[config.mk]
export PLATFORM = sky130hd
export DESIGN_NAME = plti_cell
export DESIGN_NICKNAME = d
export VERILOG_FILES = /design/src/rtl/plti_pkg.sv /design/src/rtl/plti_cell.sv
export SDC_FILE = /design/constraint.sdc
export NUM_CORES = 1
export LEC_CHECK = 0
export BUFFER_PORTS_ARGS = -buffer_cell sky130_fd_sc_hd__buf_2
export CORE_AREA = 2 2 231 233
export CTS_CLUSTER_DIAMETER = 50
export DETAILED_ROUTE_END_ITERATION = 16
export DIE_AREA = 0 0 233 235
export PLACE_DENSITY = 0.36
export SLEW_MARGIN = 20
export SYNTH_ARGS = -nofsm -noshare
export SYNTH_HDL_FRONTEND = slang
export SYNTH_SLANG_ARGS = --single-unit
export TNS_END_PERCENT = 50
[constraint.sdc]
create_clock -name clk -period 10.95 [get_ports clk]
set_clock_uncertainty 0.15 [all_clocks]
set_input_delay 3.285 -clock clk [delete_from_list [all_inputs] [get_ports clk]]
set_output_delay 3.285 -clock clk [all_outputs]
set_load 0.005 [all_outputs]
[src/rtl/plti_pkg.sv]
// ----------------------------------------------------------------------------
// plti_pkg
// shared types and constants of the piecewise linear table interpolator
// ----------------------------------------------------------------------------
package plti_pkg;

  // fixed width of the energy and value fields on the ports
  localparam int FIELD_W = 32;
  // widest internal energy or value word
  localparam int MAX_W   = 48;

  typedef enum logic [0:0] {
    MODE_WRITE = 1'b0,
    MODE_QUERY = 1'b1
  } plti_mode_t;

  typedef enum logic [0:0] {
    STATUS_OK    = 1'b0,
    STATUS_EMPTY = 1'b1
  } plti_status_t;

  // control part of the query token handed from cell to cell
  typedef struct packed {
    logic valid;
    logic found;
    logic below;
  } plti_tok_ctl_t;

  typedef enum logic [2:0] {
    ST_IDLE,
    ST_SCAN,
    ST_START,
    ST_WAIT,
    ST_EMIT
  } plti_state_t;

  typedef enum logic [1:0] {
    MD_IDLE,
    MD_MUL,
    MD_DIV
  } plti_md_state_t;

endpackage

[src/rtl/plti_cell.sv]
// ----------------------------------------------------------------------------
// plti_cell
// one breakpoint of the table and one step of the segment search
// ----------------------------------------------------------------------------
module plti_cell #(
  parameter int CELL_IDX = 0,
  parameter int EW       = 32,
  parameter int VW       = 32,
  parameter int CW       = 9
) (
  input  logic                    clk,
  input  logic                    rst_n,
  input  logic                    wr_en,
  input  logic [7:0]              wr_idx,
  input  logic [EW-1:0]           wr_e,
  input  logic [VW-1:0]           wr_v,
  input  logic [CW-1:0]           n,
  input  plti_pkg::plti_tok_ctl_t ctl_in,
  input  logic [EW-1:0]           q_in,
  input  logic [EW-1:0]           e0_in,
  input  logic [VW-1:0]           v0_in,
  input  logic [EW-1:0]           e1_in,
  input  logic [VW-1:0]           v1_in,
  input  logic [VW-1:0]           fb_in,
  input  logic [EW-1:0]           pe_in,
  input  logic [VW-1:0]           pv_in,
  output plti_pkg::plti_tok_ctl_t ctl_out,
  output logic [EW-1:0]           q_out,
  output logic [EW-1:0]           e0_out,
  output logic [VW-1:0]           v0_out,
  output logic [EW-1:0]           e1_out,
  output logic [VW-1:0]           v1_out,
  output logic [VW-1:0]           fb_out,
  output logic [EW-1:0]           pe_out,
  output logic [VW-1:0]           pv_out
);
  import plti_pkg::*;

  logic [EW-1:0] e_r;
  logic [VW-1:0] v_r;

  plti_tok_ctl_t ctl_r, ctl_nxt;
  logic [EW-1:0] q_r, e0_r, e0_nxt, e1_r, e1_nxt;
  logic [VW-1:0] v0_r, v0_nxt, v1_r, v1_nxt, fb_r, fb_nxt;

  logic in_range;
  logic is_last;

  always_ff @(posedge clk) begin
    if (wr_en && (32'(wr_idx) == 32'(CELL_IDX))) begin
      e_r <= wr_e;
      v_r <= wr_v;
    end
  end

  assign in_range = (CELL_IDX != 0) && (CW'(CELL_IDX) < n);
  assign is_last  = (CW'(CELL_IDX) == n - CW'(1));

  always_comb begin
    ctl_nxt = ctl_in;
    e0_nxt  = e0_in;
    v0_nxt  = v0_in;
    e1_nxt  = e1_in;
    v1_nxt  = v1_in;
    fb_nxt  = fb_in;
    if (CELL_IDX == 0) begin
      ctl_nxt.below = (q_in < e_r);
      if (q_in < e_r) begin
        fb_nxt = v_r;
      end
    end
    if (is_last && !ctl_nxt.below) begin
      fb_nxt = v_r;
    end
    // first segment that holds the query wins
    if (in_range && !ctl_in.found && (q_in >= pe_in) && (q_in <= e_r)) begin
      ctl_nxt.found = 1'b1;
      e0_nxt = pe_in;
      v0_nxt = pv_in;
      e1_nxt = e_r;
      v1_nxt = v_r;
    end
  end

  always_ff @(posedge clk) begin
    if (!rst_n) begin
      ctl_r <= '0;
    end else begin
      ctl_r <= ctl_nxt;
    end
  end

  always_ff @(posedge clk) begin
    q_r  <= q_in;
    e0_r <= e0_nxt;
    v0_r <= v0_nxt;
    e1_r <= e1_nxt;
    v1_r <= v1_nxt;
    fb_r <= fb_nxt;
  end

  assign ctl_out = ctl_r;
  assign q_out   = q_r;
  assign e0_out  = e0_r;
  assign v0_out  = v0_r;
  assign e1_out  = e1_r;
  assign v1_out  = v1_r;
  assign fb_out  = fb_r;
  assign pe_out  = e_r;
  assign pv_out  = v_r;

endmodule

# --- After elaboration in Yosys (flattened, before gate mapping) ---
# Index checks and enable logic that the tools add are counted.
word_totals:
  elab_cells: 20
  latchBits: 0
  output_inout_bits: 259
  mem_bits_rw: 0
  input_bits: 343
  mem_count: 0
  ff_bits: 259
  romBits: 0
op_classes:
  n_mul: 0
  order_cmp: 1
  div: 0
  shifts: 0
  add_sub_neg: 1
  eq_ne: 0
  n_reduce_logical: 5
  n_mux: 2
  n_bitwise: 0
ops:
  columns: ["op", "n"]
  rows:
  - ["$mux 32", 2]
  - ["$lt 32x32->1", 1]
  - ["$logic_not 9->1", 1]
  - ["$sub 9x1->9 const B", 1]
  - ["$logic_not 8->1", 1]
  - ["$logic_and 1x1->1", 2]
  - ["$logic_not 1->1", 1]

# --- Logic depth before layout (Yosys ltp) ---
# Gate-level depths: netlist (run 1).
logic_depth:
  ltp_word: 4
  ltp_mapped: 9
  ltp_nobuf: 8

# --- Least setup slack after synthesis (run 1) ---
# OpenSTA, ideal clock, no wires.
synth_timing:
  path_type: "input to register"
  start: "input wr_idx[2]"
  end: "register e_r[0], in the netlist pe_out[0] (enable)"
  stages: 3
  path_buffers: 0
  slack_ns: 0.451
  arrival_time_ns: 9.698
  cell_sequence: "nor4_1 nand3b_1 nor4_1"
synth_via:
  elab_chain_cells: 2
synth_rtl:
  columns: ["element", "line", "source"]
  rows:
  - ["from (decl)", "plti_cell.sv:14", "input logic [7:0] wr_idx,"]
  - ["$logic_not 8->1", "plti_cell.sv:50", "if (wr_en && (32'(wr_idx) == 32'(CELL_IDX))) begin"]
  - ["$logic_and 1x1->1", "plti_cell.sv:50", null]
  - ["to (signal assigned)", "plti_cell.sv:51", "e_r <= wr_e;"]
  - ["to (decl)", "plti_cell.sv:39", "logic [EW-1:0] e_r;"]
# No other way between the ends.
# A chain may end at the register's enable or synchronous reset.

# --- Final worst setup path (run 1) ---
layout_timing:
  start: "input q_in[19]"
  end: "register fb_r[0], in the netlist fb_out[0]"
layout_via:
  elab_chain_cells: 4
  word_cells_on_any_way: 5
layout_rtl:
  columns: ["element", "line", "source"]
  rows:
  - ["from (decl)", "plti_cell.sv:19", "input logic [EW-1:0] q_in,"]
  - ["$lt 32x32->1 (*)", "plti_cell.sv:67, plti_cell.sv:68", null]
  - ["$logic_not 1->1", "plti_cell.sv:72", "if (is_last && !ctl_nxt.below) begin"]
  - ["$logic_and 1x1->1", "plti_cell.sv:72", null]
  - ["$mux 32 (*)", "plti_cell.sv:72", null]
  - ["via fb_nxt[0]", "plti_cell.sv:44", "logic [VW-1:0] v0_r, v0_nxt, v1_r, v1_nxt, fb_r, fb_nxt;"]
  - ["to (signal assigned)", "plti_cell.sv:99", "fb_r <= fb_nxt;"]
  - ["to (decl)", "plti_cell.sv:44", null]
# Mark *: on every way through the listed nets, which the timed path passes. The rest lies on a longest branch.

==> impl_summary.md, run 1 <==
Power
The part of the power in registers is between 40% and 50%. The total internal power is about 1.9 mW. The ratio of total power to cell area is 198 nW/µm². Of the total power, the share spent switching nets is a little over a fifth. In this run the power spent charging and discharging nets is between 500 and 600 µW.

Combinational cells account for between 5 and 6% of the total power. The clock network fraction of total power is between 50% and 60%. Summed over all cells, the static leakage comes to 5.77 nW. VDD sags by at most around 0.10 mV.

Timing
Counting I/O delays and the setup requirement, the final critical path takes ~5.7 ns. The final setup violation count is 0. The summed negative setup slack over all endpoints is 0 ns. The maximum achievable frequency is ~180 MHz.

Setup repair after global routing left no endpoint under its margin. The final worst setup slack is ~5.2 ns. In this run the tightest slew margin relative to its limit is 55.2%. For the pin with the worst max-slew slack, the measured transition is ~0.67 ns. The final critical path takes up 52.1% of the cycle.

The number of endpoints with negative hold slack in the final report came to 0. The number of max-slew violations in the final report is 0.

Die
Once the floorplan was initialized, standard cells occupied 13.9% of the core. The die covers roughly 55000 µm². The floorplan step set the die height to about 240 µm. During I/O placement, the number of pins put on the boundary was between 600 and 700. The width of the die is approximately 230 µm. The number of rows created at floorplan is 84.

The region available for standard cell placement spans 52200 µm².

Global routing
The via count of the first global-routing pass came to between 5000 and 6000. The global-route wire length before repair is about 35000 µm. The pin count of the biggest net entering global routing is 40. After global routing the overflow that remains totals 0.

The initial antenna violation count is 2. The overall fraction of global-route tracks in use is roughly 8.7%.

CTS
The number of clock sinks seen by CTS is 259. The clock tree root buffer cell is sky130_fd_sc_hd__clkbuf_16. The clock passes through at most 3 buffers. The clock-pin slew on the worst setup and hold paths is 0.05 ns.

TritonCTS built the clock tree. The count of buffers added by post-CTS timing repair for setup is 0. CTS built an H-tree with a depth of 2. The post-cts resize count is 0. Clock tree synthesis inserted a total of 38 buffers.

The clock insertion delay at the later pin of the skew report is approximately 0.54 ns. Hold repair after CTS inserted 0 buffers.

Cells and area
The synthesis-to-layout area growth is 66.3%. The share of post-route cells with drive strength above 1 is 62.5%. The number of fill cells in the layout is about 5600. Once layout is complete, the utilization of the core stands at a little under a quarter. At the end of the flow, the number of nets in the layout was 1371.

Critical path
The worst setup path is captured at a flop. In this run the register-to-register setup slack is between 7 and 8 ns. The critical path in this run is classified as in -> reg. The critical path arrival is 5.97 ns. STA classifies the critical path startpoint as a primary input. The required time of the critical path is ~11 ns. The top fanout value on the critical path is 32.

Routing
The count of nets left with antenna violations once routing finished came out at 0. After detailed routing, the average wire length per cell comes to roughly 14 µm. Summed over all layers, the routed wires come to between 20000 and 25000 µm. Detailed routing inserted a total of roughly 5400 vias. The vias per cell is 3.17.

The number of DRC violations after detailed-routing iteration 0 is between 150 and 200. The detailed-routing iteration count for the pre-antenna-repair pass is 3. In the routed design, unresolved DRC markers number 0.

Yosys
After synthesis the cells add up to 7240 µm². The number of flops mapped to enable cells by yosys is 64. The main flop type after synthesis is sky130_fd_sc_hd__dfxtp_1.

The number of warnings issued by yosys is 0. The share of the yosys chip area belonging to registers is 80.4%. The count of distinct cell types in the synthesized netlist is 26. Dividing the synthesized area by the synthesized cell count gives ~17 µm². The net count of the mapped netlist is between 700 and 800. After technology mapping, the gate count stands at around 420. The fraction of registers with async set/reset is 0%.

Counting flops and latches in the post-synthesis netlist gives 259.

Placed design
The number of port buffers is 536. The weighted congestion reported at the end of routability-driven placement is between 0.7 and 0.8. The final HPWL from detailed placement is around 20000 µm. The pre-CTS worst setup slack is 4.59 ns.

Flow run
Max-cap violations in this run came to 0.

Min path
The kind of path behind the tightest hold check is reg -> reg.

Status
The flow ran to the end, and the final reports show no timing, DRC or antenna violations.
-- cell usage after synthesis (all sizes together) (2+ instances only) --
| cell | instances | area share (%) |
|---|---|---|
| mux2 | 32 | 6.5 |
| a221oi | 3 | 0.62 |
| a21oi | 13 | 1.0 |
| nor4 | 3 | 0.26 |
| ha | 31 | 5.4 |
| edfxtp | 64 | 27 |
| and4 | 3 | 0.36 |
| nand3 | 5 | 0.35 |
| and2 | 2 | 0.17 |
| dfxtp | 195 | 54 |
| nand2 | 15 | 0.78 |
| buf | 3 | 0.83 |
| o21ai | 6 | 0.41 |
| inv | 32 | 1.7 |
| nor2 | 6 | 0.31 |
-- sequential cells by signal (all words and copies together) (netlist names) --
register,flops
v1_out,32
e1_out,32
e0_out,32
fb_out,32
pe_out,32
pv_out,32
v0_out,32
ctl_out,3
q_out,32
-- cell families after synthesis --
group	after synthesis	synth area share [%]
compound gates	26	2.63
fa+ha+maj	31	5.35
buf+inv	35	2.49
flops	259	80.4
mux	32	6.53
simple gates	38	2.59
-- cells in the final DEF (no fill, tap or decap), drive strengths merged --
| cell | instances |
|---|---|
| buf | 539 |
| dfxtp | 195 |
| edfxtp | 64 |
| clkbuf | 50 |
| inv | 40 |
| mux2 | 32 |
| ha | 31 |
| nand2 | 15 |
| a21oi | 13 |
| clkinv | 7 |
| nor2 | 6 |
| o21ai | 6 |
| nand3 | 5 |
| and4 | 3 |
| a221oi | 3 |
| bufinv | 3 |
| nor4 | 3 |
| and2 | 2 |
| diode | 1 |
| nor3b | 1 |
| nor3 | 1 |
| nor2b | 1 |
| a211oi | 1 |
| o22ai | 1 |
| a31oi | 1 |
| nand3b | 1 |
| o211ai | 1 |
| clkinvlp | 1 |
-- critical path: stages --
cell and delay [ns]:
sky130_fd_sc_hd__buf_2 0.12, sky130_fd_sc_hd__ha_1 0.32, sky130_fd_sc_hd__a21oi_2 0.17, sky130_fd_sc_hd__o21ai_1 0.19
sky130_fd_sc_hd__a221oi_2 0.51, sky130_fd_sc_hd__o22ai_1 0.21, sky130_fd_sc_hd__a31oi_4 0.17, sky130_fd_sc_hd__buf_4 0.53
sky130_fd_sc_hd__mux2_2 0.40
-- final cells by class --
type | count | area, µm² | area share, %
well taps | 688 | 861 | 7.15
multi-input cells | 127 | 1240 | 10.3
inverters | 32 | 120 | 0.997
diodes | 1 | 2.50 | 0.0208
clock inverters | 19 | 220 | 1.83
clock buffers | 50 | 1070 | 8.85
flip-flops and latches | 259 | 5830 | 48.4
repair buffers | 539 | 2710 | 22.5
-- power by group through the flow --
stage,sequential (mW),combinational (mW),clock [mW]
2_1_floorplan,1.06,0.0297,0
3_3_place_gp,1.05,0.135,0
3_5_place_dp,1.05,0.135,0
4_1_cts,1.03,0.136,1.27
5_1_grt,1.03,0.146,1.31
6_report,1.03,0.131,1.22
-- per-stage QoR --
step	instance area, µm²	std cells	power, mW	hold slack (ns)
after floorplan	7240	421	1.08	0.352
after global placement	10800	1645	1.18	0.329
after detailed placement	10800	1645	1.18	0.332
after CTS	12000	1714	2.44	0.346
after global routing	12000	1715	2.49	0.354
final	12000	1715	2.38	0.345
-- metal layers --
layer / wire length [µm] / global-route usage [%] / share of wire [%]
met3: 2830 / 4.02 / 11
met1: 8190 / 8.06 / 33
met5: 16 / 0 / 0.065
met4: 851 / 3.98 / 3.4
met2: 12800 / 15.9 / 52
-- path summary, 6_finish.rpt --
check,startpoint,endpoint,depth (start not counted)
max,q_in[19],fb_out[0],9
min reg2reg,pv_out[3],fb_out[3],1
min,pv_out[3],fb_out[3],1
max reg2reg,pe_out[19],fb_out[0],9
Power figures use the tool's default switching activity.
==> inputs of run 2 (changes only) <==
Settings changed: ABC_AREA set to 1, CORE_AREA 2 2 231 233 to 2 2 237 239, DIE_AREA 0 0 233 235 to 0 0 239 241, PLACE_DENSITY 0.36 to 0.35.
Clock period 10.95 ns to 5 ns, I/O delays scaled along.
==> run 2 against run 1 <==
Sequential cell count unchanged. Global-route usage decreased by 0.14 points. Highest routed layer unchanged. Core utilization is 0.88 points lower. Largest cell class unchanged.
==> impl_summary.md, run 2 <==
Status
The run finished with clean final reports.

Global routing
The pin count of the biggest net entering global routing is 65 (+63%). The overall fraction of global-route tracks in use is 8.53% (-0.14 points). The remaining global-route overflow is 0 (unchanged). The global-route wire length before repair was 36000 µm (+3.5%).

The initial antenna violation count is 5 (+3). The via count of the first global-routing pass is 6061 (+3.4%).

Die
The boundary pin count is 602 (unchanged). The width of the die is 239 µm (+2.6%). The area inside the core boundary came to 54900 µm² (+5.1%). The full die area is 57600 µm² (+5.2%). The effective utilization at floorplan is 13.2% (-0.71 points). The number of rows created at floorplan is 86 (+2.4%). The floorplan die height was 241 µm (+2.6%).

Power
The power after layout came to 5.39 mW (+130%). The static power due to leakage is 5.96 nW (+3.2%). The ratio of total power to cell area was 443 nW/µm² (+120%). The peak supply drop is 0.261 mV (+150%).

CTS
The count of buffers added by post-CTS timing repair for setup was 0 (unchanged). The count of hold-fix buffers inserted at cts is 0 (unchanged). The clock-pin slew on the worst setup and hold paths was 0.05 ns (about the same). The clock tree root buffer cell is sky130_fd_sc_hd__clkbuf_16. The TritonCTS buffer count is 41 (+7.9%). The clock insertion delay at the later pin of the skew report is 0.56 ns (+0.02 ns). TritonCTS built the clock tree.

The number of buffers on the longest clock path was 3 (unchanged). The deepest level of the CTS H-tree is 2 (unchanged). The number of clock sinks seen by CTS is 259 (unchanged). The post-cts resize count is 0 (unchanged).

Timing
The actual slew at the worst max-slew pin was 0.484 ns (-0.189 ns). The summed negative setup slack over all endpoints was 0 ns (unchanged). The part of the cycle the worst path needs is roughly three fifths. The final setup violation count is 0 (unchanged). For the finished layout, the period the worst path requires is 2.96 ns. The relative slew slack came to 67.7% (+13 points). Setup repair after global routing left no endpoint under its margin.

The number of endpoints with negative hold slack in the final report came to 0 (unchanged). The number of max-slew violations in the final report is 0 (unchanged). Timing would allow up to between 300 and 400 MHz.

Critical path
The critical path arrival is 3.29 ns (-2.68 ns). The number of cells on the worst reg-to-reg path came to 11 (+2). STA classifies the critical path endpoint as a flop. The worst path buffer plus inverter count came to 1 (-1).

By startpoint and endpoint, the worst setup path is classified as in -> reg. The delay of the slowest critical-path stage is 0.36 ns (-0.17 ns). The category of cells accounting for the largest share of critical-path delay is simple AND/OR/NAND/NOR gates. The required time of the critical path was 5.33 ns (-5.89 ns). The worst setup path is launched from a primary input. Among all stages on the critical path, the largest delay is contributed by sky130_fd_sc_hd__nand2_4. Traced cell by cell, the critical path runs through buf_2, ha_1, a21oi_1, o21ai_1, nand2_1, nand3_1, a21oi_2, nand2_4, nand2_4, nand2_1, nand2_1. The library cell appearing most often on the critical path is sky130_fd_sc_hd__nand2_1.

The top fanout value on the critical path was 32 (unchanged). The number of stages on the worst setup path is 11 (+2).

Yosys
Ranked by total cell area, the synthesized netlist is headed by sky130_fd_sc_hd__dfxtp_1 (54%), sky130_fd_sc_hd__edfxtp_1 (27%), sky130_fd_sc_hd__ha_1 (5.4%), sky130_fd_sc_hd__nand2_1 (4.4%), sky130_fd_sc_hd__nand3_1 (2.4%). The number of flops mapped to enable cells by yosys is 64 (unchanged). The most used flip-flop cell after synthesis is sky130_fd_sc_hd__dfxtp_1. The share of the yosys chip area belonging to registers is 80.7% (+0.24 points).

The fraction of registers with async set/reset came to 0% (unchanged). The fraction of synthesized cell area taken by the top area cell type is 54.0% (+0.16 points). The most area-hungry cell type in the Yosys netlist is sky130_fd_sc_hd__dfxtp_1. Sorting the synthesized cells by how often they occur yields sky130_fd_sc_hd__dfxtp_1 (195), sky130_fd_sc_hd__nand2_1 (85), sky130_fd_sc_hd__edfxtp_1 (64).

The number of warnings issued by yosys was 0 (unchanged). The post-synthesis cell area was 7220 µm² (-0.29%). The net count of the mapped netlist came to 887 (+12%). The number of instances in the synthesized netlist is 513 (+22%). The synthesized area per cell was 14.1 µm² (-18%). The dominant cell by count in the synthesized netlist is sky130_fd_sc_hd__dfxtp_1. The flip-flop and latch count after synthesis is 259 (unchanged).

The count of distinct cell types in the synthesized netlist was 22 (-15%).

Min path
The min-delay analysis places its worst path in the category reg -> reg. The instance count along the most critical hold path came to 2 (+1).

Placed design
The total placed cells including tap cells was 1747 (+6.2%). The final HPWL from detailed placement was 20500 µm (+3.6%). The weighted congestion reported at the end of routability-driven placement is 0.737 (+0.68%).

The number of port buffers is 536 (unchanged).

Routing
The total via count in the routed design was 5834 (+7.1%). The number of DRC violations after detailed-routing iteration 0 is 151 (-5.0%). The detailed-routing iteration count for the pre-antenna-repair pass is 4 (+1). The wire length per cell is 14.3 µm (-0.58%). The post-route antenna net violation count came to 0 (unchanged). The vias per cell is 3.20 (+0.91%). The post-detailed-routing wire length came to 26000 µm (+5.6%).

The count of unresolved DRC violations after routing came to 0 (unchanged).

Cells and area
The share of post-route cells with drive strength above 1 is 56.2% (-6.3 points). In the layout the commonest cells are sky130_fd_sc_hd__buf_2 (536), sky130_fd_sc_hd__dfxtp_1 (195), sky130_fd_sc_hd__nand2_1 (85). The number of standard cells in the final layout excluding fillers is 1821 (+6.2%). The antenna diode count is 0 (-1). The net count of the finished layout came to 1460 (+6.5%). The synthesis-to-layout area growth is 68.5%. Leaving out fill and tap cells, the most frequent cell in the layout is sky130_fd_sc_hd__buf_2.

Flow run
The max-capacitance violation count was 0 (unchanged).
-- run 2: cell types whose count changed after synthesis, sizes merged, moves of 5 or more --
cell and change:
nand3 +30, nor2 +6, buf +5, inv +11
mux2 -32, nand2 +83
-- run 2: layout make-up --
cell class                 count  area, µm²
clock inverter                23        245
fill                        6002      42700
multi-input combinational    202       1180
tap                          704        881
clock buffer                  51       1150
sequential                   259       5830
timing repair buffer         539       2720
inverter                      43        161
-- run 2: kinds of logic after synthesis --
logic type	after synthesis	share of synthesized area (%)
flops	259	80.7
simple gates	153	9.53
buf+inv	52	3.15
fa+ha+maj	31	5.37
compound gates	18	1.30
-- run 2: power breakdown --
| part | internal [mW] | total (mW) | switching [mW] |
|---|---|---|---|
| combinational | 0.154 | 0.284 | 0.130 |
| clock | 1.78 | 2.85 | 1.08 |
| sequential | 2.24 | 2.26 | 0.0210 |
| total | 4.17 | 5.39 | 1.23 |
-- run 2: path summary, 6_finish.rpt --
check	start	endpoint	slack [ns]
max	q_in[25]	fb_out[20]	2.04
min	pv_out[28]	fb_out[28]	0.30
max reg2reg	pe_out[24]	fb_out[28]	2.62
min reg2reg	pv_out[28]	fb_out[28]	0.30
-- run 2: per-stage QoR --
step / utilization [%] / area, µm² / hold WS (ns) / setup slack [ns]
final: 22.2 / 12200 / 0.302 / 2.04
after global routing: 22.2 / 12200 / 0.329 / 1.82
after CTS: 22.2 / 12200 / 0.310 / 1.96
after detailed placement: 19.6 / 10800 / 0.296 / 1.37
after global placement: 19.6 / 10800 / 0.289 / 1.38
after floorplan: - / 7240 / 0.312 / 0.305
-- run 2: worst min-delay path, stage by stage (launching register included) --
cell and delay (ns):
sky130_fd_sc_hd__edfxtp_1 0.34, sky130_fd_sc_hd__nand2_1 0.05, sky130_fd_sc_hd__nand2_1 0.05
-- run 2: routing by layer --
layer | routed length, µm | global-route usage (%)
met3 | 2780 | 4.16
met4 | 806 | 3.66
met2 | 13300 | 15.0
met5 | 34 | 0
met1 | 9160 | 8.56
