### config.mk
export PLATFORM = sky130hd
export DESIGN_NAME = plti_muldiv
export DESIGN_NICKNAME = d
export VERILOG_FILES = /design/src/rtl/plti_pkg.sv /design/src/rtl/plti_muldiv.sv
export SDC_FILE = /design/constraint.sdc
export NUM_CORES = 1
export LEC_CHECK = 0
export ABC_AREA = 1
export BUFFER_PORTS_ARGS = -buffer_cell sky130_fd_sc_hd__buf_2
export CAP_MARGIN = 20
export CORE_AREA = 2 2 212 152
export DETAILED_ROUTE_END_ITERATION = 10
export DIE_AREA = 0 0 214 154
export PLACE_DENSITY = 0.86
export SYNTH_ARGS = -nofsm -noshare
export SYNTH_HDL_FRONTEND = slang
export SYNTH_SLANG_ARGS = --single-unit
### constraint.sdc
create_clock -name clk -period 24.5 [get_ports clk]
set_input_delay 3.675 -clock clk [delete_from_list [all_inputs] [get_ports clk]]
set_output_delay 3.675 -clock clk [all_outputs]
set_load 0.01 [all_outputs]
### src/rtl/plti_pkg.sv
// ----------------------------------------------------------------------------
// plti_pkg
// shared types and constants of the piecewise linear table interpolator
// ----------------------------------------------------------------------------
package plti_pkg;

  // fixed width of the energy and value fields on the ports
  localparam int FIELD_W = 32;
  // widest internal energy or value word
  localparam int MAX_W   = 48;

  typedef enum logic [0:0] {
    MODE_WRITE = 1'b0,
    MODE_QUERY = 1'b1
  } plti_mode_t;

  typedef enum logic [0:0] {
    STATUS_OK    = 1'b0,
    STATUS_EMPTY = 1'b1
  } plti_status_t;

  // control part of the query token handed from cell to cell
  typedef struct packed {
    logic valid;
    logic found;
    logic below;
  } plti_tok_ctl_t;

  typedef enum logic [2:0] {
    ST_IDLE,
    ST_SCAN,
    ST_START,
    ST_WAIT,
    ST_EMIT
  } plti_state_t;

  typedef enum logic [1:0] {
    MD_IDLE,
    MD_MUL,
    MD_DIV
  } plti_md_state_t;

endpackage

### src/rtl/plti_muldiv.sv
// ----------------------------------------------------------------------------
// plti_muldiv
// exact (a * b) / d by shift-add multiply and restoring divide
// ----------------------------------------------------------------------------
module plti_muldiv #(
  parameter int EW = 32,
  parameter int VW = 32
) (
  input  logic               clk,
  input  logic               rst_n,
  input  logic               start,
  input  logic [VW-1:0]      a,
  input  logic [EW-1:0]      b,
  input  logic [EW-1:0]      d,
  output logic               done,
  output logic [VW+EW-1:0]   quo
);
  import plti_pkg::*;

  localparam int P    = VW + EW;
  localparam int CNTW = $clog2(P);

  plti_md_state_t state_r, state_nxt;
  logic [CNTW-1:0] cnt_r, cnt_nxt;
  logic            done_r, done_nxt;
  logic [P-1:0]    mcand_r, mcand_nxt, acc_r, acc_nxt, quo_r, quo_nxt;
  logic [EW-1:0]   mplier_r, mplier_nxt, d_r, d_nxt, rem_r, rem_nxt;
  logic [EW:0]     rem_w;

  always_ff @(posedge clk) begin
    if (!rst_n) begin
      state_r <= MD_IDLE;
      done_r  <= 1'b0;
    end else begin
      state_r <= state_nxt;
      done_r  <= done_nxt;
    end
  end

  always_ff @(posedge clk) begin
    cnt_r    <= cnt_nxt;
    mcand_r  <= mcand_nxt;
    acc_r    <= acc_nxt;
    quo_r    <= quo_nxt;
    mplier_r <= mplier_nxt;
    d_r      <= d_nxt;
    rem_r    <= rem_nxt;
  end

  always_comb begin
    state_nxt  = state_r;
    done_nxt   = 1'b0;
    cnt_nxt    = cnt_r;
    mcand_nxt  = mcand_r;
    acc_nxt    = acc_r;
    quo_nxt    = quo_r;
    mplier_nxt = mplier_r;
    d_nxt      = d_r;
    rem_nxt    = rem_r;
    rem_w      = {rem_r, acc_r[P-1]};
    unique case (state_r)
      MD_IDLE: begin
        if (start) begin
          mcand_nxt  = P'(a);
          mplier_nxt = b;
          d_nxt      = d;
          acc_nxt    = '0;
          rem_nxt    = '0;
          cnt_nxt    = '0;
          state_nxt  = MD_MUL;
        end
      end
      MD_MUL: begin
        if (mplier_r[0]) begin
          acc_nxt = acc_r + mcand_r;
        end
        mcand_nxt  = mcand_r << 1;
        mplier_nxt = mplier_r >> 1;
        cnt_nxt    = cnt_r + CNTW'(1);
        if (cnt_r == CNTW'(EW - 1)) begin
          cnt_nxt   = '0;
          state_nxt = MD_DIV;
        end
      end
      MD_DIV: begin
        acc_nxt = acc_r << 1;
        if (rem_w >= {1'b0, d_r}) begin
          rem_nxt = EW'(rem_w - {1'b0, d_r});
          quo_nxt = {quo_r[P-2:0], 1'b1};
        end else begin
          rem_nxt = rem_w[EW-1:0];
          quo_nxt = {quo_r[P-2:0], 1'b0};
        end
        cnt_nxt = cnt_r + CNTW'(1);
        if (cnt_r == CNTW'(P - 1)) begin
          done_nxt  = 1'b1;
          state_nxt = MD_IDLE;
        end
      end
      default: state_nxt = MD_IDLE;
    endcase
  end

  assign done = done_r;
  assign quo  = quo_r;

endmodule

### Word level (Yosys, flattened, before mapping)

Index checks and enable logic that the tools add are counted.

| word-level totals | value |
|---|---|
| register bits after elaboration | 297 |
| word-level logic and storage cells | 51 |
| bits of input ports | 99 |

| operators by class | value |
|---|---|
| multiplexer cells | 19 |
| reductions and logical operators | 11 |
| add/sub/neg operators | 3 |
| equality and inequality tests | 8 |
| order comparisons | 1 |

Operators by type and width:

| operator | count |
|---|---|
| 2-to-1 mux 64 bit | 3 |
| one-hot mux 64 bit (3 select lines) | 1 |
| one-hot mux 32 bit (2 select lines) | 2 |
| one-hot mux 64 bit (2 select lines) | 1 |
| 2-to-1 mux 32 bit | 3 |
| adder 64 bit | 1 |
| greater-or-equal comparator 33 x 32 -> 1 bit | 1 |
| subtractor 32 bit | 1 |
| one-hot mux 6 bit (3 select lines) | 1 |
| 2-to-1 mux 6 bit | 2 |
| AND reduction 2 bit | 5 |
| != test 2 bit, second input constant | 4 |
| adder 6 x 1 -> 6 bit, second input constant | 1 |
| equality test 6 x 5 -> 1 bit, second input constant | 1 |
| equality test 6 bit, second input constant | 1 |
| 2-to-1 mux 2 bit | 3 |
| one-hot mux 2 bit (3 select lines) | 1 |
| AND reduction 3 bit | 2 |
| nonzero test 2 bit | 2 |
| nonzero test 3 bit | 1 |
| equality test 2 x 1 -> 1 bit, second input constant | 1 |
| equality test 2 bit, second input constant | 1 |
| zero test 2 bit | 1 |
| 2-to-1 mux 1 bit | 2 |

### Longest topological paths before layout

Gate-level depths: netlist of run 1.

| logic depth | value |
|---|---|
| depth after elaboration | 3 |
| depth in mapped cells | 17 |

### Worst setup path after synthesis of run 1

Ideal clock, no wire load.

| timing path | value |
|---|---|
| path type | register to register |
| from | register state_r[1] |
| to | register mcand_r[0], enable pin |
| arrival time | 7.748 ns |
| period minus slack after synthesis | 8.431 ns |
| path buffers | 2 |
| required time | 23.817 ns |
| setup time | 0.683 ns |
| cell stages (with the launch flop) | 7 |
| path slack | 16.069 ns |
| cell sequence | dfxtp_1 inv_1 ha_1 clkbuf_1 inv_1 clkbuf_1 o21ai_0 |

| on the way | value |
|---|---|
| word-level cells in the longest chain between the ends | 3 |

RTL lines:

| what | line | RTL |
|---|---|---|
| start, declared | plti_muldiv.sv:23 | `plti_md_state_t state_r, state_nxt;` |
| start signal, assigned | plti_muldiv.sv:35 | `state_r <= state_nxt;` |
| equality test 2 x 1 -> 1 bit / zero test 2 bit (equally long branches) | plti_muldiv.sv:61 | `unique case (state_r)` |
| nonzero test 2 bit (no line) / != test 2 bit (equally long branches) | -- |  |
| AND reduction 2 bit (no line) * | -- |  |
| end signal, assigned | plti_muldiv.sv:42 | `mcand_r <= mcand_nxt;` |
| end, declared | plti_muldiv.sv:26 | `logic [P-1:0] mcand_r, mcand_nxt, acc_r, acc_nxt, quo_r, quo_nxt;` |

Every way passes the cells marked *; elsewhere a longest branch is shown, timed or not.
A chain may end at the register's enable or synchronous reset.

### Worst setup path in the final report of run 1

| timing path | value |
|---|---|
| from | input start |
| to | register acc_r[22], enable pin |

| on the way | value |
|---|---|
| word-level cells in the longest chain between the ends | 2 |

RTL lines:

| what | line | RTL |
|---|---|---|
| start, declared | plti_muldiv.sv:11 | `input logic start,` |
| != test 2 bit (no line) | -- |  |
| AND reduction 3 bit (no line) | -- |  |
| end signal, assigned | plti_muldiv.sv:43 | `acc_r <= acc_nxt;` |
| end, declared | plti_muldiv.sv:26 |  |

No other way between the ends.

==> flow_metrics.env, run 1 <==
export IMPL_grt_setup_unrepaired="no"
export IMPL_start_util_pct=65.5
export IMPL_synth_top_area_share_pct=43.8
export IMPL_crit_fanout=64
export IMPL_cts_tree="done"
export IMPL_grt_pass1_wl_mm=93.5
export IMPL_synthArstFlopShare_pct=0
export IMPL_critical_path_class="in2reg"
export IMPL_wl_per_cell_um=17.8
export IMPL_relSlewSlack_pct=26.6
export IMPL_drc=0
export IMPL_hold_path_class="reg2reg"
export IMPL_hold_buffers=0
export IMPL_status="finished clean"
export IMPL_wirelength_mm=60.0
export IMPL_vias=18800
export IMPL_reg2reg_slack_ns=21.17
export IMPL_min_period_ns=5.08
export IMPL_layout_drive_gt1_share_pct=10.6
export IMPL_clk_pin_slew_ns=0.06
export IMPL_synth_area_leader_cell="edfxtp_1"
export IMPL_die_w_um=214
export IMPL_synth_cells=2761
export IMPL_worst_slew_pin_slew_ns=1.10
export IMPL_min_period_over_period_pct=20.7
export IMPL_area_delta_synth_final_pct=10.9
export IMPL_yosysUniqueCellTypes=45
export IMPL_worstReg2RegStart="state_r[1]"
export IMPL_nFillCells=2434
export IMPL_tns_ns=0
export IMPL_utilization_pct=72.7
export IMPL_post_cts_setup_buffers=0
export IMPL_finalSetupViolCount=0
export IMPL_io_pins=164
export IMPL_worstHoldEndpoint="quo[3]"
export IMPL_grt_overflow_total=0
export IMPL_cts_root_buf="clkbuf_16"
export IMPL_numCtsBuffers=30
export IMPL_io_buffers=163
export IMPL_yosysWarnings=0
export IMPL_r2r_end="mcand_r[56]"
export IMPL_clockBufferDepth=3
export IMPL_grt_max_degree=98
export IMPL_crit_top_cell="nor2_1"
export IMPL_crit_family="buffers and inverters"
export IMPL_fmax_mhz=197
export IMPL_grt_antenna_before_repair=1
export IMPL_clock_skew_final_ns=0.0235
export IMPL_synth_seq_cells=297
export IMPL_dpl_hpwl_mm=45.2
export IMPL_arrival_ns=5.27
export IMPL_synthTopCellsByArea="edfxtp_1 44%, nand2_1 21%, inv_1 9.8%, ha_1 6.2%, nor2_1 4.1%"
export IMPL_grtUsageTotal_pct=36.2
export IMPL_cts_resized=0
export IMPL_synth_most_common_cell="nand2_1"
export IMPL_crit_slowest_cell="buf_4"
export IMPL_synth_common_cells="1151 x nand2_1, 524 x inv_1, 294 x edfxtp_1"
export IMPL_drt_iter0_markers=2527
export IMPL_required_ns=24.69
export IMPL_peakVddDrop_uv=89.3
export IMPL_cp_cell_sequence="buf_2 > nor2_1 > nor2_1 > o21a_2 > buf_4"
export IMPL_min_from="quo[2]"
export IMPL_place_congestion=1.01
export IMPL_hold_violations=0
export IMPL_cp_start_kind="input port"
export IMPL_max_cap_violations=0
export IMPL_critPathBufInv=2
export IMPL_hold_depth=0
export IMPL_r2r_cells=7
export IMPL_avgSynthCellArea_um2=7.29
export IMPL_antenna_left=0
export IMPL_p_leak_uw=0.0118
export IMPL_die_area_um2=33000
export IMPL_slowest_delay_ns=0.74
export IMPL_nets=3123
export IMPL_maxSlewViolCount=0
export IMPL_vias_per_cell=5.58
export IMPL_power_density_nw_per_um2=145
export IMPL_crit_start="start"
export IMPL_num_rows=54
export IMPL_synth_edf_count=294
export IMPL_yosysSeqAreaShare_pct=44.1
export IMPL_clkSinkCount=297
export IMPL_clk_latency_ns=0.59
export IMPL_syn_area_um2=20100
export IMPL_fp_dieH_um=154
export IMPL_synthFlopType="edfxtp_1"
export IMPL_synth_nets=2962
export IMPL_firstDrtPassIters=8
export IMPL_grt_pass1_vias=17300
export IMPL_crit_path_end_kind="flip-flop"
export IMPL_htree_levels=1
export IMPL_coreArea_um2=30700
worst max-delay path by stage:
stage                      end  slack [ns]  cells after the start
floorplan           mcand_r[0]       16.07                      6
global placement     acc_r[61]       18.93                      5
detailed placement   acc_r[61]       18.86                      5
CTS                  acc_r[51]       19.45                      5
global route         acc_r[26]       19.36                      5
finish               acc_r[22]       19.42                      5
metal layers:
metal	vias up	share of wire (%)	track usage, %
met5	-	0	0
met4	0	2.2	7.46
met3	111	14	8.92
met2	1173	41	53.6
met1	8579	43	54.1
li1	8910	-	-
cell type report:
type / count / area, um^2 / share of cell area (%)
Antenna cell: 1 / 2.50 / 0.0112
Clock buffer: 35 / 769 / 3.44
Clock inverter: 21 / 230 / 1.03
Inverter: 532 / 2000 / 8.96
Multi-Input combinational cell: 1889 / 9020 / 40.4
Sequential cell: 297 / 8890 / 39.8
Tap cell: 420 / 526 / 2.35
Timing Repair Buffer: 172 / 896 / 4.01
through the flow:
stage / cells / area [um^2] / hold slack [ns] / total power (uW) / setup slack [ns]
floorplan: 2761 / 20100 / 0.472 / 2170 / 16.07
global placement: 3309 / 21300 / 0.426 / 2610 / 18.93
detailed placement: 3309 / 21300 / 0.430 / 2670 / 18.86
CTS: 3365 / 22300 / 0.452 / 3160 / 19.45
global route: 3366 / 22300 / 0.460 / 3440 / 19.36
finish: 3367 / 22300 / 0.449 / 3230 / 19.42
power by group:
group	internal (uW)	leakage, uW	switching, uW
Combinational	512	0.00840	1290
Sequential	842	0.00292	111
Clock	268	0.000484	208
Total	1620	0.0118	1610
registers in the layout, summed over array words and instances, names as in the netlist:
| signal | flops |
|---|---|
| d_r | 32 |
| acc_r | 64 |
| cnt_r | 6 |
| quo | 64 |
| mplier_r | 32 |
| state_r | 2 |
| rem_r | 32 |
| done | 1 |
| mcand_r | 64 |
cells by family (layout without fill, tap and decap cells):
kind of cell | count (synthesis) | after routing | synth area share [%]
AOI/OAI and AO/OA | 166 | 166 | 4.52
xor gates and xnor gates | 18 | 18 | 0.783
adders and majority gates | 102 | 102 | 6.41
buffers and inverters | 575 | 760 | 11.2
DFF | 297 | 297 | 44.1
other | 0 | 1 | 0
and+or+nand+nor | 1603 | 1603 | 32.9
layout by cell type, fill, tap and decap left out, types with 6 or more instances in the layout:
cell,n
nand2_1,1151
inv_1,523
edfxtp_1,294
nor2_1,222
buf_2,163
nand3_1,105
ha_1,98
a21oi_1,92
o21ai_0,47
nand3_2,34
clkbuf_16,30
nand4_1,21
nor3_1,20
xor2_1,17
nor2_2,12
or2_2,11
o21bai_1,9
inv_2,8
nand2_2,8
buf_4,8
nor2_4,6
(Power assumes the default switching activity.)
==> run 2: changes to the inputs <==
CORE_AREA = 2 2 230 164   (was 2 2 212 152)
DIE_AREA = 0 0 232 166   (was 0 0 214 154)
PLACE_DENSITY = 0.78   (was 0.86)
clock period = 4.41 ns   (was 24.5 ns; I/O delays follow)
==> run 2 against run 1 <==
Net effect:
- clock skew is 0.0042 ns lower
- largest power group unchanged
- non-clock buffer count is 3 higher
- final area is 0.69% higher
- highest routed layer unchanged
- worst hold slack worse by 0.21 ns
- sequential share of layout area is 0.27 points lower
- clock power grew to 5.7 times the previous value
- combinational power grew to 5.4 times the previous value
- clock-buffer cell count is 6 higher
==> flow_metrics.env, run 2 (synthesized netlist as in run 1, its figures left out) <==
export IMPL_status="finished clean"
export IMPL_crit_path_end_kind="flip-flop"
export IMPL_drt_iter0_markers=1619
export IMPL_hold_depth=1
export IMPL_antenna_left=0
export IMPL_worst_slew_pin_slew_ns=1.09
export IMPL_required_ns=4.75
export IMPL_p_total_uw=17700
export IMPL_numCtsBuffers=31
export IMPL_reg2reg_slack_ns=1.39
export IMPL_firstDrtPassIters=6
export IMPL_htree_levels=1
export IMPL_wl_met3_mm=5.66
export IMPL_grt_overflow_total=0
export IMPL_hold_path_class="in2reg"
export IMPL_io_pins=164
export IMPL_fin_area_um2=22500
export IMPL_num_rows=59
export IMPL_nFillCells=3367
export IMPL_cts_resized=0
export IMPL_vias_per_cell=5.23
export IMPL_critical_path_class="reg2reg"
export IMPL_final_cell_mix="1151 x nand2_1, 523 x inv_1, 294 x edfxtp_1"
export IMPL_max_cap_violations=0
export IMPL_die_area_um2=38500
export IMPL_min_period_ns=3.02
export IMPL_cp_cell_sequence="ha_1 > a21oi_1 > o21ai_1 > a21oi_1 > nand3_2 > nand2_2 > nand3_2 > nand2_1 > nor2_1"
export IMPL_coreArea_um2=36500
export IMPL_wl_met2_mm=22.9
export IMPL_io_buffers=163
export IMPL_grtUsageTotal_pct=30.3
export IMPL_worstReg2RegStart="rem_r[17]"
export IMPL_seq_area_um2=8890
export IMPL_crit_fanout=32
export IMPL_wirelength_mm=58.6
export IMPL_p_leak_uw=0.0118
export IMPL_dp_slack_ns=1.41
export IMPL_clkSinkCount=297
export IMPL_worstHoldEndpoint="d_r[15]"
export IMPL_utilization_pct=61.6
export IMPL_grt_setup_unrepaired="no"
export IMPL_cts_tree="done"
export IMPL_grt_pass1_wl_mm=91.2
export IMPL_crit_family="simple AND/OR/NAND/NOR gates"
export IMPL_post_cts_setup_buffers=0
export IMPL_slowest_delay_ns=0.78
export IMPL_relSlewSlack_pct=27.3
export IMPL_drt_met1_wl_mm=28.9
export IMPL_layout_commonest_cell="nand2_1"
export IMPL_place_congestion=1.02
export IMPL_die_w_um=232
export IMPL_dpl_hpwl_mm=45.2
export IMPL_layout_drive_gt1_share_pct=10.7
export IMPL_clock_skew_final_ns=0.0193
export IMPL_nets=3127
export IMPL_min_period_over_period_pct=68.6
export IMPL_start_util_pct=55.1
export IMPL_clk_pin_slew_ns=0.06
export IMPL_grt_antenna_before_repair=3
export IMPL_hold_buffers=0
export IMPL_fp_dieH_um=166
export IMPL_r2r_cells=9
export IMPL_grt_max_degree=97
export IMPL_clk_latency_ns=0.59
export IMPL_maxSlewViolCount=0
export IMPL_placed_area_um2=21400
export IMPL_vias=18000
export IMPL_cp_start_kind="flip-flop"
export IMPL_drc=0
export IMPL_cts_root_buf="clkbuf_16"
export IMPL_r2r_end="rem_r[30]"
export IMPL_setup_slack_ns=1.39
export IMPL_wl_per_cell_um=17.0
export IMPL_finalSetupViolCount=0
export IMPL_grt_pass1_vias=16700
export IMPL_crit_slowest_cell="nand2_2"
export IMPL_routed_top_layer="met4"
export IMPL_min_from="d[15]"
export IMPL_area_delta_synth_final_pct=11.7
export IMPL_hold_violations=0
export IMPL_arrival_ns=3.36
export IMPL_critPathBufInv=0
export IMPL_peakVddDrop_uv=475
export IMPL_multi_input_area_um2=9020
export IMPL_fmax_mhz=331
export IMPL_power_density_nw_per_um2=789
export IMPL_tns_ns=0
export IMPL_clockBufferDepth=3
==> run 2: changes by cell type in the layout (fill, tap and decap cells not counted), sizes merged <==
cell,previous run,this run
buf,172,175
bufinv,4,3
clkbuf,35,41
clkinv,14,9
clkinvlp,2,4
diode,1,3
==> run 2: worst register-to-register path, stage by stage (launching register included) <==
cell	delay (ns)
edfxtp_1	0.40
ha_1	0.36
a21oi_1	0.28
o21ai_1	0.16
a21oi_1	0.22
nand3_2	0.15
nand2_2	0.79
nand3_2	0.21
nand2_1	0.14
nor2_1	0.07
==> run 2: how the worst max path moves through the flow <==
| stage | startpoint | cells past startpoint | slack [ns] | to |
|---|---|---|---|---|
| detailed placement | state_r[0] | 7 | 1.41 | acc_r[16] |
| global route | rem_r[17] | 9 | 1.20 | rem_r[30] |
| global placement | state_r[0] | 7 | 1.56 | acc_r[17] |
| CTS | state_r[0] | 7 | 1.39 | acc_r[59] |
| floorplan | state_r[0] | 5 | 0.06 | rem_r[0] |
| finish | rem_r[17] | 9 | 1.39 | rem_r[30] |
==> run 2: power breakdown <==
group / switching [uW] / leakage [uW] / internal, uW
logic: 6940 / 0.00841 / 2850
registers: 590 / 0.00292 / 4670
clock network: 1160 / 0.000492 / 1530
==> run 2: cell type report <==
class | count | area share [%]
Antenna cell | 3 | 0.0334
Inverter | 532 | 8.90
Clock inverter | 17 | 0.823
Clock buffer | 41 | 3.75
Timing Repair Buffer | 175 | 4.14
Tap cell | 488 | 2.71
Multi-Input combinational cell | 1889 | 40.1
Sequential cell | 297 | 39.5
==> run 2: through the flow <==
step | hold WS (ns) | instances
finish | 0.241 | 3442
global route | 0.226 | 3440
CTS | 0.219 | 3438
detailed placement | 0.433 | 3380
global placement | 0.431 | 3380
floorplan | 0.472 | 2761
==> run 2: routing by layer <==
metal / up-vias / GRT usage [%]
met5: - / 0
met2: 724 / 42.4
met1: 8276 / 47.4
met3: 69 / 7.26
met4: 0 / 6.35
li1: 8934 / -
==> run 3: changes to the inputs <==
clock period = 2.54 ns   (was 4.41 ns; I/O delays follow)
==> run 3 against run 2 <==
Net effect:
- clock-buffer cell count is 8 lower
- largest power group unchanged
- utilization grew 3.5 points
- largest cell class unchanged
- final area up 5.7%
- combinational power increased by 93%
==> flow_metrics.env, run 3 (synthesized netlist as in run 1, its figures left out) <==
export IMPL_status="finished clean"
export IMPL_vias_per_cell=5.25
export IMPL_maxSlewViolCount=0
export IMPL_utilization_pct=65.1
export IMPL_grt_max_degree=97
export IMPL_clock_skew_final_ns=0.0208
export IMPL_drt_iter0_markers=1828
export IMPL_io_buffers=163
export IMPL_grt_pass1_vias=17300
export IMPL_reg2reg_slack_ns=0.07
export IMPL_power_density_nw_per_um2=1380
export IMPL_p_leak_uw=0.0124
export IMPL_worstHoldEndpoint="d_r[20]"
export IMPL_place_congestion=1.02
export IMPL_antenna_left=0
export IMPL_dpl_hpwl_mm=46.8
export IMPL_fp_dieH_um=166
export IMPL_hold_violations=0
export IMPL_min_period_over_period_pct=97.1
export IMPL_r2r_end="acc_r[27]"
export IMPL_worstReg2RegStart="mcand_r[2]"
export IMPL_grtUsageTotal_pct=31.2
export IMPL_grt_antenna_before_repair=0
export IMPL_io_pins=164
export IMPL_layout_commonest_cell="nand2_1"
export IMPL_vias=18600
export IMPL_finalSetupViolCount=0
export IMPL_grt_setup_unrepaired="yes"
export IMPL_clk_pin_slew_ns=0.07
export IMPL_cts_tree="done"
export IMPL_arrival_ns=2.81
export IMPL_nFillCells=3296
export IMPL_layout_drive_gt1_share_pct=15.7
export IMPL_fmax_mhz=406
export IMPL_num_rows=59
export IMPL_placed_area_um2=21900
export IMPL_numCtsBuffers=30
export IMPL_htree_levels=1
export IMPL_timing_hold_ws_ns=0.0363
export IMPL_final_cell_mix="1123 x nand2_1, 520 x inv_1, 294 x edfxtp_1"
export IMPL_grt_pass1_wl_mm=93.7
export IMPL_max_cap_violations=0
export IMPL_hold_depth=1
export IMPL_die_w_um=232
export IMPL_start_util_pct=55.1
export IMPL_clockBufferDepth=3
export IMPL_required_ns=2.88
export IMPL_drc=0
export IMPL_crit_path_end_kind="flip-flop"
export IMPL_peakVddDrop_uv=770
export IMPL_hold_path_class="in2reg"
export IMPL_min_period_ns=2.47
export IMPL_worst_slew_pin_slew_ns=0.826
export IMPL_critical_path_class="reg2reg"
export IMPL_firstDrtPassIters=6
export IMPL_die_area_um2=38500
export IMPL_antennaDiodeCount=0
export IMPL_wirelength_mm=60.8
export IMPL_crit_fanout=5
export IMPL_r2r_cells=11
export IMPL_fin_area_um2=23800
export IMPL_grt_overflow_total=0
export IMPL_clkSinkCount=297
export IMPL_cp_start_kind="flip-flop"
export IMPL_area_delta_synth_final_pct=18.1
export IMPL_relSlewSlack_pct=45.0
export IMPL_min_from="d[20]"
export IMPL_clk_latency_ns=0.59
export IMPL_wl_per_cell_um=17.2
export IMPL_cts_root_buf="clkbuf_16"
export IMPL_tns_ns=0
export IMPL_coreArea_um2=36500
export IMPL_nets=3222
run 3: cell count changes in the layout (fill, tap and decap cells not counted), sizes merged:
cell,previous run,this run
clkbuf,41,33
clkinv,9,14
bufinv,3,4
dlygate4sd3,0,31
buf,175,240
diode,3,0
run 3: how the worst max path moves through the flow:
stage | end | slack, ns | start | cells after the start
2_1_floorplan | mcand_r[0] | -0.32 | state_r[1] | 6
3_3_place_gp | rem_r[30] | -0.14 | acc_r[63] | 13
3_5_place_dp | rem_r[30] | -0.15 | acc_r[63] | 13
4_1_cts | acc_r[52] | 0.001 | mcand_r[0] | 13
5_1_grt | acc_r[24] | -0.008 | mcand_r[19] | 11
6_report | acc_r[27] | 0.07 | mcand_r[2] | 11
run 3: cell type report:
| type | instances | area, um^2 | share of cell area (%) |
|---|---|---|---|
| well taps | 488 | 611 | 2.57 |
| flip-flops and latches | 297 | 8890 | 37.4 |
| inverters | 532 | 2000 | 8.42 |
| clock buffers | 33 | 783 | 3.29 |
| repair buffers | 271 | 1840 | 7.74 |
| clock inverters | 23 | 238 | 1.00 |
| multi-input cells | 1889 | 9410 | 39.6 |
run 3: power breakdown:
part           internal (uW)  total [uW]  switching [uW]
combinational           6180       18900           12700
clock                   2640        4640            2000
sequential              8100        9210            1110
run 3: timing repair:
item	CTS	global route
hold endpoints to repair	31	0
setup buffers	1	11
gates resized for setup	7	95
hold buffers	31	0
endpoints found under the setup margin	12	70
pin swaps	0	5
run 3: critical path, cell delays in order (launching register included):
cell,delay (ns)
edfxtp_1,0.43
ha_1,0.41
or2_2,0.32
nand3_1,0.11
nand2_2,0.12
nand2_1,0.10
nand2_2,0.10
nand2_2,0.10
nand2_2,0.12
or2_2,0.30
nand3_1,0.07
nand2_1,0.05
run 3: per-layer routing:
metal	vias to the layer above	GRT usage, %	share of wire [%]
li1	9093	-	-
met4	0	6.52	2.0
met5	-	0	0
met1	8547	49.1	48
met2	849	43.3	39
met3	65	7.31	11
run 3: through the flow:
step	instances	power (uW)	worst slack (ns)
floorplan	2761	20800	-0.321
global placement	3433	26300	-0.140
detailed placement	3433	26700	-0.154
CTS	3521	31500	0.00147
global route	3533	35200	-0.00786
finish	3533	32800	0.0740
